`config.mk`:
```
export PLATFORM = sky130hd
export DESIGN_NAME = key_matrix_debounce_encoder_core
export DESIGN_NICKNAME = d
export VERILOG_FILES = /design/src/sv/kmd_pkg.sv /design/src/sv/kmd_row_mem.sv /design/src/sv/kmd_encoder.sv /design/src/sv/key_matrix_debounce_encoder_core.sv
export SDC_FILE = /design/constraint.sdc
export NUM_CORES = 1
export LEC_CHECK = 0
export BUFFER_PORTS_ARGS = -buffer_cell sky130_fd_sc_hd__clkbuf_2
export CAP_MARGIN = 20
export CORE_MARGIN = 3
export CORE_UTILIZATION = 30
export DETAILED_ROUTE_END_ITERATION = 7
export GPL_ROUTABILITY_DRIVEN = 0
export PLACE_DENSITY_LB_ADDON = 0.05
export SYNTH_ARGS = -nofsm -noshare
export SYNTH_HDL_FRONTEND = slang
export SYNTH_SLANG_ARGS = --single-unit
export TNS_END_PERCENT = 100
```
`constraint.sdc`:
```
create_clock -name clk -period 8.7 [get_ports clk]
set_input_delay 0.435 -clock clk [delete_from_list [all_inputs] [get_ports clk]]
set_output_delay 0.435 -clock clk [all_outputs]
set_load 0.01 [all_outputs]
```
`src/sv/kmd_pkg.sv`:
```
package kmd_pkg;

	localparam int ROWS_DEF = 4;
	localparam int COLS_DEF = 12;

	localparam int HIST_W  = 8;
	localparam int ENTRY_W = HIST_W + 1;
	localparam int CFG_IW  = 2;
	localparam int CFG_DW  = 16;

	localparam logic [CFG_IW-1:0] REG_PRESS_THR   = 2'd0;
	localparam logic [CFG_IW-1:0] REG_RELEASE_THR = 2'd1;
	localparam logic [CFG_IW-1:0] REG_ENC_IDLE    = 2'd2;

	localparam logic [7:0]  PRESS_THR_RST   = 8'd224;
	localparam logic [7:0]  RELEASE_THR_RST = 8'd0;
	localparam logic [15:0] ENC_IDLE_RST    = 16'd400;

	localparam logic [1:0] ENC_ROW      = 2'd3;
	localparam logic [3:0] ENC0_DIR1    = 4'd0;
	localparam logic [3:0] ENC0_DIR0    = 4'd4;
	localparam logic [3:0] ENC1_DIR1    = 4'd6;
	localparam logic [3:0] ENC1_DIR0    = 4'd11;
	localparam logic [3:0] ENC1_FIRST   = 4'd5;
	localparam logic [7:0] NORMAL_PRESS = 8'h80;
	localparam logic [2:0] PATTERN_ONES = 3'b111;
	localparam logic [5:0] COUNT_MAX    = 6'd63;

	typedef struct packed {
		logic        en;
		logic        enc;
		logic        dir;
		logic        phase;
		logic [15:0] now;
	} enc_req_t;

endpackage

```
`src/sv/kmd_row_mem.sv`:
```
module kmd_row_mem
	import kmd_pkg::*;
#(
	parameter int ROWS   = ROWS_DEF,
	parameter int WORD_W = COLS_DEF * ENTRY_W,
	parameter int ROW_W  = (ROWS > 1) ? $clog2(ROWS) : 1
) (
	input  logic              clk,
	input  logic              arst_n,
	input  logic              rd_en,
	input  logic [ROW_W-1:0]  rd_row,
	input  logic              wr_en,
	input  logic [ROW_W-1:0]  wr_row,
	input  logic [WORD_W-1:0] wr_data,
	output logic [WORD_W-1:0] rd_data
);

	logic [WORD_W-1:0] mem [ROWS];
	logic [ROWS-1:0]   vld_q;
	logic [WORD_W-1:0] rd_q;
	logic              rd_vld_q;

	always_ff @(posedge clk) begin
		if (wr_en) begin
			mem[wr_row] <= wr_data;
		end
		if (rd_en) begin
			rd_q <= mem[rd_row];
		end
	end

	always_ff @(posedge clk or negedge arst_n) begin
		if (!arst_n) begin
			vld_q    <= '0;
			rd_vld_q <= 1'b0;
		end else begin
			if (wr_en) begin
				vld_q[wr_row] <= 1'b1;
			end
			if (rd_en) begin
				rd_vld_q <= vld_q[rd_row];
			end
		end
	end

	// rows never written read as cleared
	assign rd_data = rd_vld_q ? rd_q : '0;

endmodule

```
`src/sv/kmd_encoder.sv`:
```
module kmd_encoder
	import kmd_pkg::*;
(
	input  logic        clk,
	input  logic        arst_n,
	input  enc_req_t    req,
	input  logic [7:0]  press_thr,
	input  logic [15:0] idle_ms,
	output logic [7:0]  pulse_val
);

	logic [3:0]  phase_prev_q;
	logic [2:0]  pattern_q;
	logic [15:0] last_step_q;

	logic [15:0] elapsed;
	logic [2:0]  target;
	logic [2:0]  base;
	logic [2:0]  shifted;
	logic [1:0]  own;
	logic [1:0]  other;
	logic        changed;
	logic        step;
	logic        pulse;

	always_comb begin
		elapsed = req.now - last_step_q;
		target  = req.dir ? PATTERN_ONES : 3'b000;
		base    = (elapsed > idle_ms) ? target : pattern_q;
		shifted = {base[1:0], req.dir};
		own     = {req.enc, req.dir};
		other   = {req.enc, ~req.dir};
		changed = req.phase != phase_prev_q[own];
		step    = changed && !req.phase && !phase_prev_q[other];
		pulse   = step && (shifted == target);
	end

	assign pulse_val = pulse ? press_thr : 8'd0;

	always_ff @(posedge clk or negedge arst_n) begin
		if (!arst_n) begin
			phase_prev_q <= '0;
			pattern_q    <= '0;
			last_step_q  <= '0;
		end else if (req.en) begin
			pattern_q <= step ? shifted : base;
			if (changed) begin
				phase_prev_q[own] <= req.phase;
			end
			if (pulse) begin
				last_step_q <= req.now;
			end
		end
	end

endmodule

```
`src/sv/key_matrix_debounce_encoder_core.sv`:
```
// an accepted input transaction is registered in stage one, then its result in the output registers
// throughput: one transaction per cycle while out_stall does not hold the output, set by the row memory
// read-modify-write with forwarding of the row written in the same cycle
// reset: asynchronous, active low; clears histories via per-row valid bits,
// encoder state, count and registers to their defaults, no clearing pass
module key_matrix_debounce_encoder_core
	import kmd_pkg::*;
#(
	parameter int ROWS = ROWS_DEF,
	parameter int COLS = COLS_DEF
) (
	input  logic              clk,
	input  logic              arst_n,
	input  logic              cfg_we,
	input  logic [CFG_IW-1:0] cfg_index,
	input  logic [CFG_DW-1:0] cfg_wdata,
	input  logic              in_valid,
	output logic              in_stall,
	input  logic [1:0]        key_row,
	input  logic [3:0]        key_col,
	input  logic              raw_pressed,
	input  logic [15:0]       now_ms,
	input  logic              scan_end,
	output logic              out_valid,
	input  logic              out_stall,
	output logic              key_state,
	output logic              key_active,
	output logic [5:0]        keys_down,
	output logic              scan_done
);

	localparam int ROW_W  = (ROWS > 1) ? $clog2(ROWS) : 1;
	localparam int COL_W  = (COLS > 1) ? $clog2(COLS) : 1;
	localparam int WORD_W = COLS * ENTRY_W;

	logic [7:0]  press_thr_q;
	logic [7:0]  release_thr_q;
	logic [15:0] enc_idle_q;

	logic        s1_v;
	logic [1:0]  row_s1;
	logic [3:0]  col_s1;
	logic        raw_s1;
	logic [15:0] now_s1;
	logic        end_s1;
	logic        byp_s1;
	logic [COLS-1:0][ENTRY_W-1:0] fwd_q;

	logic [5:0]  count_q;
	logic        out_v_q;

	logic        adv;
	logic        accept;
	logic        in_mx;
	logic        enc_hit;
	logic        s1_wr;
	logic [ROW_W-1:0] rd_row;
	logic [ROW_W-1:0] wr_row;
	logic [COL_W-1:0] col_idx;
	logic [WORD_W-1:0] mem_rd;
	logic [COLS-1:0][ENTRY_W-1:0] cur_word;
	logic [COLS-1:0][ENTRY_W-1:0] new_word;
	logic [ENTRY_W-1:0] entry;
	logic [7:0]  hist_new;
	logic [7:0]  v;
	logic [7:0]  enc_v;
	logic        deb_new;
	logic [5:0]  count_new;
	enc_req_t    enc_req;

	assign adv      = !out_v_q || !out_stall;
	assign in_stall = s1_v && !adv;
	assign accept   = in_valid && !in_stall;

	always_ff @(posedge clk or negedge arst_n) begin
		if (!arst_n) begin
			press_thr_q   <= PRESS_THR_RST;
			release_thr_q <= RELEASE_THR_RST;
			enc_idle_q    <= ENC_IDLE_RST;
		end else if (cfg_we) begin
			case (cfg_index)
				REG_PRESS_THR:   press_thr_q   <= cfg_wdata[7:0];
				REG_RELEASE_THR: release_thr_q <= cfg_wdata[7:0];
				REG_ENC_IDLE:    enc_idle_q    <= cfg_wdata;
				default: ;
			endcase
		end
	end

	always_comb begin
		rd_row   = ROW_W'(key_row);
		wr_row   = ROW_W'(row_s1);
		col_idx  = COL_W'(col_s1);
		in_mx    = (int'(row_s1) < ROWS) && (int'(col_s1) < COLS);
		enc_hit  = (row_s1 == ENC_ROW) &&
			(col_s1 inside {ENC0_DIR1, ENC0_DIR0, ENC1_DIR1, ENC1_DIR0});
		s1_wr    = s1_v && adv && in_mx;
		cur_word = byp_s1 ? fwd_q : mem_rd;
		entry    = cur_word[col_idx];

		enc_req.en    = s1_wr && enc_hit;
		enc_req.enc   = col_s1 >= ENC1_FIRST;
		enc_req.dir   = (col_s1 == ENC0_DIR1) || (col_s1 == ENC1_DIR1);
		enc_req.phase = raw_s1;
		enc_req.now   = now_s1;

		v        = enc_hit ? enc_v : (raw_s1 ? NORMAL_PRESS : 8'd0);
		hist_new = {1'b0, entry[7:1]} | v;
		if (hist_new >= press_thr_q) begin
			deb_new = 1'b1;
		end else if (hist_new <= release_thr_q) begin
			deb_new = 1'b0;
		end else begin
			deb_new = entry[8];
		end
		new_word          = cur_word;
		new_word[col_idx] = {deb_new, hist_new};

		count_new = count_q;
		if (in_mx && (hist_new != 8'd0) && (count_q != COUNT_MAX)) begin
			count_new = count_q + 6'd1;
		end
	end

	kmd_row_mem #(
		.ROWS   (ROWS),
		.WORD_W (WORD_W),
		.ROW_W  (ROW_W)
	) u_mem (
		.clk     (clk),
		.arst_n  (arst_n),
		.rd_en   (accept),
		.rd_row  (rd_row),
		.wr_en   (s1_wr),
		.wr_row  (wr_row),
		.wr_data (new_word),
		.rd_data (mem_rd)
	);

	kmd_encoder u_enc (
		.clk       (clk),
		.arst_n    (arst_n),
		.req       (enc_req),
		.press_thr (press_thr_q),
		.idle_ms   (enc_idle_q),
		.pulse_val (enc_v)
	);

	always_ff @(posedge clk or negedge arst_n) begin
		if (!arst_n) begin
			s1_v    <= 1'b0;
			byp_s1  <= 1'b0;
			count_q <= '0;
			out_v_q <= 1'b0;
		end else begin
			if (accept) begin
				s1_v   <= 1'b1;
				byp_s1 <= s1_wr && (row_s1 == key_row);
			end else if (adv) begin
				s1_v <= 1'b0;
			end
			if (s1_v && adv) begin
				count_q <= end_s1 ? 6'd0 : count_new;
				out_v_q <= 1'b1;
			end else if (adv) begin
				out_v_q <= 1'b0;
			end
		end
	end

	always_ff @(posedge clk) begin
		if (accept) begin
			row_s1 <= key_row;
			col_s1 <= key_col;
			raw_s1 <= raw_pressed;
			now_s1 <= now_ms;
			end_s1 <= scan_end;
		end
		if (s1_wr) begin
			fwd_q <= new_word;
		end
		if (s1_v && adv) begin
			key_state  <= in_mx && deb_new;
			key_active <= in_mx && (hist_new != 8'd0);
			keys_down  <= count_new;
			scan_done  <= end_s1;
		end
	end

	assign out_valid = out_v_q;

`ifndef SYNTHESIS
	a_stall_only_when_full: assert property (@(posedge clk) disable iff (!arst_n)
		in_stall |-> (s1_v && out_v_q && out_stall))
		else $error("input stalled while pipeline can move");

	a_pulse_only_on_encoder: assert property (@(posedge clk) disable iff (!arst_n)
		enc_req.en |-> (in_mx && enc_hit && s1_v))
		else $error("encoder update outside encoder columns");

	a_count_cleared: assert property (@(posedge clk) disable iff (!arst_n)
		(s1_v && adv && end_s1) |=> (count_q == 6'd0))
		else $error("keys-down count not cleared after scan end");
`endif

endmodule
```
; Word level (Yosys, flattened, before mapping)
; Memory sizes are Yosys's and may differ from the RTL's. A register that Yosys moved wholly into a read port is not among the register bits.
; Index checks and enable logic that the tools add are counted.
[op_classes]
eq_ne = 10
n_reduce_logical = 35
magnitude_cmp = 13
bitwise_logic = 3
muxes = 33
add_sub_neg = 2
[ops]
columns = operator, n
row1 = 108-bit 2-to-1 mux, 2
row2 = 108-bit bitwise mux, 1
row3 = 9-bit binary-select mux with 4-bit select, 1
row4 = 9-bit demux with 4-bit select, 1
row5 = 8-bit 2-to-1 mux, 3
row6 = 9-bit 2-to-1 mux, 2
row7 = 16-bit greater-than comparator, 1
row8 = 1-bit logical AND, 16
row9 = 16-bit subtractor, 1
row10 = 2-bit by 3-bit < comparator with 1-bit output (second input constant), 4
row11 = 1-bit 2-to-1 mux, 12
row12 = 6-bit 2-to-1 mux, 2
row13 = 2-bit AND reduction, 5
row14 = 4-bit by 3-bit equality test with 1-bit output (second input constant), 2
row15 = 8-bit greater-or-equal comparator, 1
row16 = 8-bit <= comparator, 1
row17 = 7-bit by 8-bit OR with 8-bit output, 1
row18 = 8-bit nonzero test, 1
row19 = 6-bit by 1-bit adder with 6-bit output (second input constant), 1
row20 = 1-bit binary-select mux with 2-bit select, 3
row21 = 1-bit logical NOT, 6
row22 = 6-bit != test (second input constant), 1
row23 = 4-bit by 5-bit < comparator with 1-bit output (second input constant), 1
row24 = 4-bit bitwise mux, 1
row25 = other kinds (20), 26
[word_totals]
wordCells = 130
mem_bits_rw = 432
memories = 1
register_bits = 209
in_bits = 47
out_inout_bits = 11
[mem_list]
columns = memory, depth, width, read_ports, rd_ports_with_merged_regs, wr, line
row1 = u_mem.mem, 4, 108, 1, 1, 1, kmd_row_mem.sv:18  ; logic [WORD_W-1:0] mem [ROWS];

; Longest topological paths before layout
[depth]
ltp_word = 16
mapped_depth = 30

; Cells and area by module
; From an unflattened synthesis, not the netlist that was laid out.
[hier_totals]
hier_cells = 1903
hier_area_um2 = 32232.2
[modules_own_cells]
columns = module, cells_each, instances, seq_area_each_um2, area_per_inst_um2
row1 = kmd_row_mem, 812, 1, 16340.7, 19781.5
row2 = key_matrix_debounce_encoder_core, 827, 1, 5267.6, 10082.2
row3 = kmd_encoder, 264, 1, 550.5, 2368.5

; Worst setup path before layout
; Ideal clock, no wire load.
[synth_path]
path_kind = reg2reg
from = register out_v_q (netlist: out_valid)
to = register u_mem.vld_q[1]
n_path_buf = 0
path_stages_with_launch = 7
setup_slack_ps = -273
arrival_ps = 8864
cell_sequence = dfrtp_1 nand2_1 nand2_1 inv_1 nand2_1 nor3b_1 or2_2
[synth_between]
elab_chain_cells = 4
[synth_lines]
columns = item, line
row1 = start: declaration, key_matrix_debounce_encoder_core.sv:50  ; logic out_v_q;
row2 = start signal: assignment, key_matrix_debounce_encoder_core.sv:154  ; out_v_q <= 1'b0;
row3 = start signal: assignment, key_matrix_debounce_encoder_core.sv:164  ; out_v_q <= 1'b1;
row4 = start signal: assignment, key_matrix_debounce_encoder_core.sv:166  ; out_v_q <= 1'b0;
row5 = 1-bit logical NOT, key_matrix_debounce_encoder_core.sv:71  ; assign adv = !out_v_q || !out_stall;
row6 = 1-bit logical OR, key_matrix_debounce_encoder_core.sv:71
row7 = 1-bit logical AND (2 in series), key_matrix_debounce_encoder_core.sv:97  ; s1_wr = s1_v && adv && in_mx;
row8 = end signal: assignment, kmd_row_mem.sv:34  ; vld_q <= '0;
row9 = end signal: indexed assignment, kmd_row_mem.sv:38  ; vld_q[wr_row] <= 1'b1;
row10 = end: declaration, kmd_row_mem.sv:19  ; logic [ROWS-1:0] vld_q;
; No other way between the ends.
; A chain may end at the register's enable or synchronous reset.

==> impl_metrics.py <==
metrics = {
    "run_status": {
        "status": "finished, final reports clean",
    },
    "sta": {
        "final_max_slew_viol_count": 0,
        "rsz0062_at_grt": "false",
        "min_period_ns": 6.991,
        "hold_viol_final": 0,
        "finalCritPeriodShare_pct": 80.35,
        "finClkSkew_ns": 0.02542,
        "worst_pin_slew_ns": 1.154,
        "slew_headroom_pct": 23.02,
        "fmax_mhz": 143.0,
        "setup_viol": 0,
        "fin_tns_setup_ns": 0,
        "hold_slack_ns": 0.06352,
    },
    "synth": {
        "postSynthAreaPerCell_um2": 16.96,
        "synth-seq-area-share_pct": 70.39,
        "synth_top_cell_by_area": "edfxtp_1",
        "synth_top_area_share_pct": 64.37,
        "yosysMostFrequentCell": "edfxtp_1",
        "synth_area_um2": 28410,
        "postSynth.asyncResetShare_pct": 10.04,
        "yosys_warnings": 0,
        "synth_edf_count": 609,
        "synthFlopType": "edfxtp_1",
        "synth_area_leaders": "edfxtp_1 (64%), mux4_2 (8.0%), dfrtp_1 (5.5%), mux2_2 (2.4%), ha_1 (2.2%)",
        "synth_cell_types": 79,
        "ys_ff_latch": 677,
        "synthCells": 1675,
        "postSynthNetCount": 1772,
        "yosys-top-cells-count": "edfxtp_1 (609), mux4_2 (101), a21oi_1 (80), nand2_1 (71), inv_1 (66)",
    },
    "run": {
        "cap_violations": 0,
    },
    "detailed_routing": {
        "viasPerCell": 5.051,
        "ant_nets": 0,
        "drc": 0,
        "wire_per_inst_um": 25.99,
        "num_vias": 15700,
        "drt_iter0_markers": 1175,
        "drt_wl_total_um": 80780,
        "firstDrtPassIters": 5,
    },
    "worst_setup_path": {
        "worstSetupEndpoint": "fwd_q[8]",
        "reg2reg_from": "u_enc.last_step_q[0]",
        "r2r_cells": 29,
        "critPathCaptureType": "flip-flop",
        "crit_slowest_cell": "or4_1",
        "startpoint_type": "flip-flop",
        "ff2ff_setup_slack_ns": 1.71,
        "worst_path_most_repeated_cell": "a21oi_1",
        "critPathMaxStageDelay_ns": 0.58,
        "worstPathMaxFanout": 13,
        "timing.rr.end": "fwd_q[8]",
        "path_class": "flip-flop to flip-flop",
        "arrival_ns": 7.26,
        "startpoint": "u_enc.last_step_q[0]",
        "required_ns": 8.97,
    },
    "global_routing": {
        "antenna_found_initial": 3,
        "grt_pass1_wl_um": 117000,
        "grt_pass1_vias": 16410,
        "grt_use_total_pct": 16.41,
        "grt-ovfl-total": 0,
        "grt_max_degree": 97,
    },
    "clock_network": {
        "cts_buffers": 81,
        "cts.reportedPaths.clkPinSlew_ns": 0.05,
        "cts_max_level": 3,
        "numClockSinks": 677,
        "clock_path_buffers": 3,
        "clk_latency_ns": 0.62,
        "root_buffer": "clkbuf_16",
        "cts_tree": "yes",
    },
    "power": {
        "vdd_drop_max_mv": 0.1163,
        "power_density_nw_per_um2": 248.3,
        "leakage_nw": 11.39,
    },
    "place": {
        "place_area_um2": 30310,
        "hpwl_um": 46890,
        "port_buffers": 57,
    },
    "final_layout": {
        "multi_input_area_um2": 7824,
        "drive_above_1_share_pct": 22.45,
        "fill_cells": 8937,
        "nets": 1889,
        "syn2layout_area_growth_pct": 16.59,
        "seqCellArea_um2": 20000,
        "stdcell_area_um2": 33120,
    },
    "die": {
        "coreArea_um2": 93610,
        "die_x_um": 313.7,
        "rows": 112,
        "ios": 58,
        "die_h_um": 313.7,
        "initial_core_util_pct": 30.35,
        "dieArea_um2": 98420,
    },
    "worst_hold_path": {
        "hold_class": "primary input to flip-flop",
    },
}
## registers in the layout, summed over array words and instances, names as in the netlist, 2 cells and up
signal and flops:
u_enc.pattern_q 2, enc_idle_q 16, release_thr_q 8, u_enc.phase_prev_q 4
u_mem.vld_q 4, now_s1 16, row_s1 2, fwd_q 96
u_mem.rd_q 96, u_enc.last_step_q 16, count_q 6, u_mem.mem 384
keys_down 6, press_thr_q 8, col_idx 4
## per-layer routing
metal / track usage [%] / vias up / share of wire [%]
met5: 0 / - / 0
met4: 4.462 / 0 / 2.0
met3: 2.828 / 105 / 4.5
met2: 26.90 / 331 / 48
met1: 22.54 / 8327 / 46
li1: - / 6937 / -
## critical path, delay by kind of cell, from the launching register on
kind	cells	cell delay (ns)
adder cells (fa/ha/maj)	4	1.28
XOR/XNOR	1	0.13
AO/OA/AOI/OAI	15	2.71
AND/OR/NAND/NOR	7	1.55
flip-flops	1	0.38
buffers and inverters	2	0.56
## stage by stage
stage	setup slack (ns)	cells	utilization [%]	total power, mW
after floorplan	0.2794	1675	-	4.646
after global placement	1.782	2935	32.37	5.031
after detailed placement	1.659	2936	32.38	5.036
after CTS	1.667	3106	35.36	8.367
after global routing	1.122	3107	35.38	8.601
final	1.709	3108	35.38	8.224
## layout make-up
| type | instances | area share, % |
|---|---|---|
| clock buffers | 106 | 6.596 |
| diodes | 1 | 0.007555 |
| clock inverters | 38 | 1.039 |
| inverters | 67 | 0.7895 |
| multi-input cells | 839 | 23.62 |
| flip-flops and latches | 677 | 60.38 |
| repair buffers | 126 | 2.826 |
| well taps | 1254 | 4.737 |
## timing repair
action,in CTS,in global routing
setup buffers,0,0
hold endpoints to repair,37,0
gates resized for setup,0,0
hold buffers,26,0
## cells by family (layout without fill, tap and decap cells)
kind of cell / after synthesis / after routing / share of synthesized area, %
DFF: 677 / 677 / 70.39
AOI/OAI and AO/OA: 290 / 290 / 7.078
and+or+nand+nor: 286 / 286 / 5.743
muxes: 192 / 192 / 11.52
buffers and inverters: 159 / 337 / 2.396
adders and majority gates: 50 / 50 / 2.229
xor gates and xnor gates: 21 / 21 / 0.6474
other: 0 / 1 / 0
## placed cells by master, fill, tap and decap left out, types with 7 or more instances in the layout
cell           Yosys  routed
clkinv_1           1      12
clkbuf_1          51      22
ha_1              49      49
dfrtp_1           62      61
nand2_1           71      71
mux2i_1           28      28
nand4_1           10      10
xor2_1             7       7
nand3b_1          37      37
a21o_1             7       7
a21oi_1           80      80
nor2b_1           14      13
a22oi_1           36      36
mux4_2           101     101
o21a_1             8       8
nand2b_1          12      12
buf_4              7      40
nor2_1            36      34
clkbuf_2           0      54
xnor2_1           14      14
a22o_1            22      22
or2_2              7       7
mux2_2            60      60
a21boi_0          23      23
inv_1             66      63
nor3_1            11      10
o21ai_0           28      28
a221o_1            9       9
edfxtp_1         609     609
o22ai_1            7       7
a221oi_1          24      24
nand3_1           40      40
a31oi_1           12      12
clkbuf_16          0      84
dlygate4sd3_1      0      26
clkinv_2           0      18
a2111oi_0          7       7
## worst min-delay path by stage
stage | endpoint | depth (start not counted) | from | slack [ns]
3_3_place_gp | u_mem.vld_q[0] | 1 | u_mem.vld_q[0] | 0.45
6_report | enc_idle_q[14] | 2 | cfg_wdata[14] | 0.06
3_5_place_dp | u_mem.vld_q[1] | 1 | u_mem.vld_q[1] | 0.46
5_1_grt | enc_idle_q[9] | 2 | cfg_wdata[9] | 0.03
4_1_cts | enc_idle_q[14] | 2 | cfg_wdata[14] | 0.0009
2_1_floorplan | byp_s1 | 0 | arst_n | 0.14
## power by group
| group | total [mW] | switching (mW) | internal (mW) |
|---|---|---|---|
| Combinational | 0.974 | 0.635 | 0.338 |
| Clock | 3.26 | 1.32 | 1.94 |
| Sequential | 3.99 | 0.0929 | 3.89 |
(Power assumes the default switching activity.)
